--- src/rtl/pfm_pkg.sv ---
// shared constants, codes and list control types for the page frame manager
package pfm_pkg;

    localparam int NUM_PAGES       = 256;
    localparam int NUM_FRAMES      = 64;
    localparam int NUM_SWAP_FRAMES = 256;

    localparam int PAGE_W  = 8;
    localparam int FRAME_W = 6;
    localparam int SWAP_W  = 8;
    localparam int COUNT_W = 7;
    localparam int SCAN_W  = 9;
    localparam int CMD_W   = 2;
    localparam int STAT_W  = 2;
    localparam int CIDX_W  = 2;
    localparam int CDATA_W = 9;

    // command codes
    localparam logic [CMD_W-1:0] CMD_ALLOC  = 2'd0;
    localparam logic [CMD_W-1:0] CMD_ACCESS = 2'd1;
    localparam logic [CMD_W-1:0] CMD_FREE   = 2'd2;
    localparam logic [CMD_W-1:0] CMD_NONE   = 2'd3;

    // status codes
    localparam logic [STAT_W-1:0] ST_OK      = 2'd0;
    localparam logic [STAT_W-1:0] ST_NO_SWAP = 2'd1;
    localparam logic [STAT_W-1:0] ST_INVALID = 2'd2;

    // configuration register indexes
    localparam logic [CIDX_W-1:0] REG_POLICY = 2'd0;
    localparam logic [CIDX_W-1:0] REG_REAL   = 2'd1;
    localparam logic [CIDX_W-1:0] REG_SWAP   = 2'd2;

    localparam logic POLICY_LRU = 1'b0;

    typedef enum logic [1:0] {
        LOP_NONE,
        LOP_SHIFT,
        LOP_WRITE
    } list_op_t;

    typedef struct packed {
        list_op_t             op;
        logic [FRAME_W-1:0]   idx;
        logic [PAGE_W-1:0]    wdata;
        logic [PAGE_W-1:0]    key;
        logic [COUNT_W-1:0]   count;
    } list_ctl_t;

    typedef struct packed {
        logic                 found;
        logic [FRAME_W-1:0]   match_idx;
        logic [PAGE_W-1:0]    rd_data;
    } list_stat_t;

endpackage

--- src/rtl/pfm_loc_ram.sv ---
// page location store, one port, registered read
module pfm_loc_ram import pfm_pkg::*; (
    input  logic                aclk,
    input  logic                we,
    input  logic [PAGE_W-1:0]   addr,
    input  logic [SWAP_W-1:0]   wdata,
    output logic [SWAP_W-1:0]   rdata
);

    logic [SWAP_W-1:0] mem [NUM_PAGES];

    // write and read at one address
    always_ff @(posedge aclk) begin
        if (we) mem[addr] <= wdata;
        rdata <= mem[addr];
    end

endmodule

--- config.mk ---
export PLATFORM = sky130hd
export DESIGN_NAME = pfm_loc_ram
export DESIGN_NICKNAME = d
export VERILOG_FILES = /design/src/rtl/pfm_pkg.sv /design/src/rtl/pfm_loc_ram.sv
export SDC_FILE = /design/constraint.sdc
export NUM_CORES = 2
export LEC_CHECK = 0
export ABC_AREA = 1
export BUFFER_PORTS_ARGS = -buffer_cell sky130_fd_sc_hd__buf_2
export CAP_MARGIN = 20
export CORE_UTILIZATION = 57
export DETAILED_ROUTE_END_ITERATION = 7
export GPL_TIMING_DRIVEN = 0
export PLACE_DENSITY_LB_ADDON = 0.1
export SYNTH_ARGS = -nofsm -noshare
export SYNTH_HDL_FRONTEND = slang
export SYNTH_SLANG_ARGS = --single-unit
--- constraint.sdc ---
create_clock -name aclk -period 2.5 [get_ports aclk]
set_input_delay 0.25 -clock aclk [delete_from_list [all_inputs] [get_ports aclk]]
set_output_delay 0.25 -clock aclk [all_outputs]
set_load 0.03 [all_outputs]
Word-level counts from Yosys, hierarchy flattened
Memory sizes are Yosys's and may differ from the RTL's. A register that Yosys moved wholly into a read port is not among the register bits.
Index checks and enable logic that the tools add are counted.
- bits in registers: 0
- RAM bits: 2048
- output and inout port bits: 8
- memories kept: 1
- memories (memory ; depth ; width ; rd ports ; clocked after memory_dff ; wr ports ; RTL line ; source):
    mem ; 256 ; 8 ; 1 ; 1 ; 1 ; pfm_loc_ram.sv:10 ; logic [SWAP_W-1:0] mem [NUM_PAGES];
- mux-type cells: 2
- operators with widths (kind ; number):
    1-bit two-way mux ; 2

Longest topological paths before layout
- depth after elaboration: 2
- mapped depth: 15

Least setup slack after synthesis
OpenSTA, ideal clock, no wires.
- path kind: in2reg
- start point: input addr[1]
- end point: memory mem[234][0], enable pin
- library setup time: 0.370 ns
- arrival: 1.720 ns
- data required time: 2.130 ns
- slack: 0.410 ns
- cell stages on the path: 10
- path through: buf_4 inv_4 nor2_8 buf_4 buf_4 inv_2 nor2_1 nand2_1 clkbuf_1 nor2_1
- RTL lines (what ; RTL line ; source):
    from (decl) ; pfm_loc_ram.sv:5 ; input logic [PAGE_W-1:0] addr,
    to (decl) ; pfm_loc_ram.sv:10 ;
No word-level cell before the write port.

Worst setup path after layout
- start point: input we
- end point: memory mem[168][7], enable pin
- word-level cells in the longest chain between the ends: 2
- ends and longest elaborated chain (what ; RTL line ; source):
    from (decl) ; pfm_loc_ram.sv:4 ; input logic we,
    1-bit two-way mux ; pfm_loc_ram.sv:14 ; if (we) mem[addr] <= wdata;
    1-bit two-way mux (not written as such) ; pfm_loc_ram.sv:14 ;
Every way passes these cells.

==> impl_metrics.yaml <==
global_route:
  grt_max_degree: 122
  grt_antenna_before_repair: 19
  grt_pass1_vias: 54371
  grtUsageTotal: 0.3406
  grt_remaining_overflow: 0
  grt_pass1_wl_mm: 365.3
setup_path:
  arrival_ns: 3.19
  rr_endpoint: "rdata[3]$_DFF_P_"
  crit_path_end_kind: "flop"
  timing.reg2reg.setup_slack_ns: 0.18
  setup.worst_path.start: "we"
  required_ns: 2.96
  cp-endpoint: "mem[168][7]$_DFFE_PP_"
  cp_max_fo: 10
  r2r_start: "mem[155][3]$_DFFE_PP_"
  r2r_cells: 12
  cp-start-kind: "primary input"
  timing.setup.critical_path_class: "in2reg"
synth:
  syn_inst: 8021
  yosys_warnings: 0
  synth.distinct_cells: 18
  synthTopCellsByArea: "edfxtp_1, nand2_1, nor2_1"
  yosysTopAreaCellShare: 0.7247
  syn-num-nets: 8039
  ys_ff_latch: 2056
  synth_area_per_cell_um2: 10.58
  ys_seq_area_frac: 0.7266
  yosysTopAreaCell: "edfxtp_1"
  syn_area_um2: 84860
timing:
  timing.final.ws_setup_ns: -0.2297
  maxSlewViolCount: 0
  worst-slew-pin-transition_ns: 1.168
  min_period_ns: 2.730
  max_freq_mhz: 366.3
  relSlewSlack: 0.2211
  fin_skew_ns: 0.02360
  whs_ns: 0.1916
  setup-violations-final: 198
  final_hold_viol_count: 0
  min_period_over_period: 1.092
  rsz0062_at_grt: "true"
detailed_routing:
  wl_mm: 256.6
  vias: 58632
  viasPerCell: 5.644
  drc_errors: 0
  drt_pre_antenna_iters: 6
  drtAntennaViolNets: 0
  dr.first_iter.drc_count: 7334
  wl_per_cell_um: 24.70
final_layout:
  nets: 8304
  final_cell_mix: "nand2_1, edfxtp_1, nor2_1, clkbuf_16, clkbuf_1"
  seq_area_um2: 61660
  drive_gt1_frac: 0.08267
  area_growth_pct: 12.27
  multi_input_area_um2: 21890
  nFillCells: 11538
  fin_area_um2: 95270
  final_common_cell: "nand2_1"
power:
  leakage_nw: 37.71
  powerDensity_nw_per_um2: 757.5
  power_w: 0.07216
  peakVddDrop_mv: 0.6870
die:
  fp-row-count: 141
  die_w_um: 387.8
  ios: 26
  core_um2: 147700
  fp.dieArea_um2: 150400
  die_h_um: 387.8
  initial_core_util: 0.5747
cts:
  h-tree-depth: 4
  cts_buffers: 203
  clk_pin_slew_ns: 0.06
  worst_skew_pair.late_latency_ns: 0.84
  tritoncts: "yes"
  cts_root_buffer: "clkbuf_16"
  postCtsSetupRepairBufs: 0
  cts_max_path_buffers: 3
  clock_sinks: 2056
place:
  port_buffers: 23
  gp_congestion: 1.028
  hpwlAfterDp_mm: 176.1
  place_area_um2: 88080
status:
  status: "finished with violations"
  violations: "negative setup slack"
job:
  drv_cap: 0
min_path:
  hold_class: "in2reg"
-- critical path: stages --
cell      delay [ns]
clkbuf_1        0.63
nand3_1         0.84
clkbuf_1        0.68
nor2_1          0.77
-- worst min path at each step --
stage	start	end	slack [ns]	depth (start not counted)
4_1_cts	addr[7]	rdata[6]$_DFF_P_	0.15	5
3_3_place_gp	rdata[6]$_DFF_P_	rdata[6]	0.69	1
3_5_place_dp	wdata[2]	mem[36][2]$_DFFE_PP_	0.67	1
5_1_grt	addr[7]	rdata[6]$_DFF_P_	0.20	5
6_report	addr[7]	rdata[3]$_DFF_P_	0.19	5
2_1_floorplan	wdata[0]	mem[0][0]$_DFFE_PP_	0.35	0
-- metrics by stage --
stage          setup TNS [ns]  utilization  std cells  worst slack [ns]
6_report               -15.33       0.6452      10388           -0.2297
5_1_grt                -5.480       0.6451      10385          -0.09805
2_1_floorplan               0            -       8021            0.4097
3_3_place_gp         -7929.81       0.5918       9974            -3.060
3_5_place_dp         -1911.03       0.5965      10002            -1.423
4_1_cts                -40.70       0.6425      10383           -0.2876
-- synth_stat cells --
cell / n
clkbuf_1: 170
o21ai_0: 41
buf_2: 182
nand3_1: 188
inv_4: 2
inv_2: 2
nand2_1: 4770
dfxtp_1: 8
edfxtp_1: 2048
buf_6: 7
a21oi_1: 32
nor2_1: 361
nor2_8: 1
inv_1: 31
buf_4: 6
buf_1: 52
nand2_4: 1
o21ai_1: 119
-- sequential cells by signal (all words and copies together), names as in the netlist --
signal	cells
rdata	8
mem	2048
-- area by class of cell --
type                            count  share of cell area
Antenna cell                        3          0.00007880
Buffer                            415             0.02009
Clock buffer                      257             0.05634
Clock inverter                    117            0.009798
Inverter                           35            0.001432
Multi-Input combinational cell   5513              0.2298
Sequential cell                  2056              0.6472
Tap cell                         1930             0.02535
Timing Repair Buffer               62            0.009903
-- metal layers --
metal	global-route usage	vias up	share of wire
li1	-	26921	-
met1	0.4908	28196	0.40
met2	0.5080	2999	0.44
met3	0.07141	504	0.11
met4	0.1393	12	0.045
met5	0	-	0.00039
-- repair_timing --
action	CTS	global route
endpoints found under the hold margin	464	0
gates cloned	0	0
endpoints found under the setup margin	1320	855
hold buffers	8	0
resized for setup	149	118
-- kinds of logic (layout without fill, tap and decap cells) --
group,after synthesis,count (layout),synth area share
simple gates,5321,5321,0.2384
flops,2056,2056,0.7266
buf+inv,452,886,0.02362
compound gates,192,192,0.01132
other cells,0,3,0
-- power by group --
group | switching [W] | internal (W)
combinational | 0.00382 | 0.00100
sequential | 0.0000216 | 0.0380
clock | 0.0128 | 0.0165
total | 0.0166 | 0.0555
No activity file was read; power rests on OpenSTA's default activity.
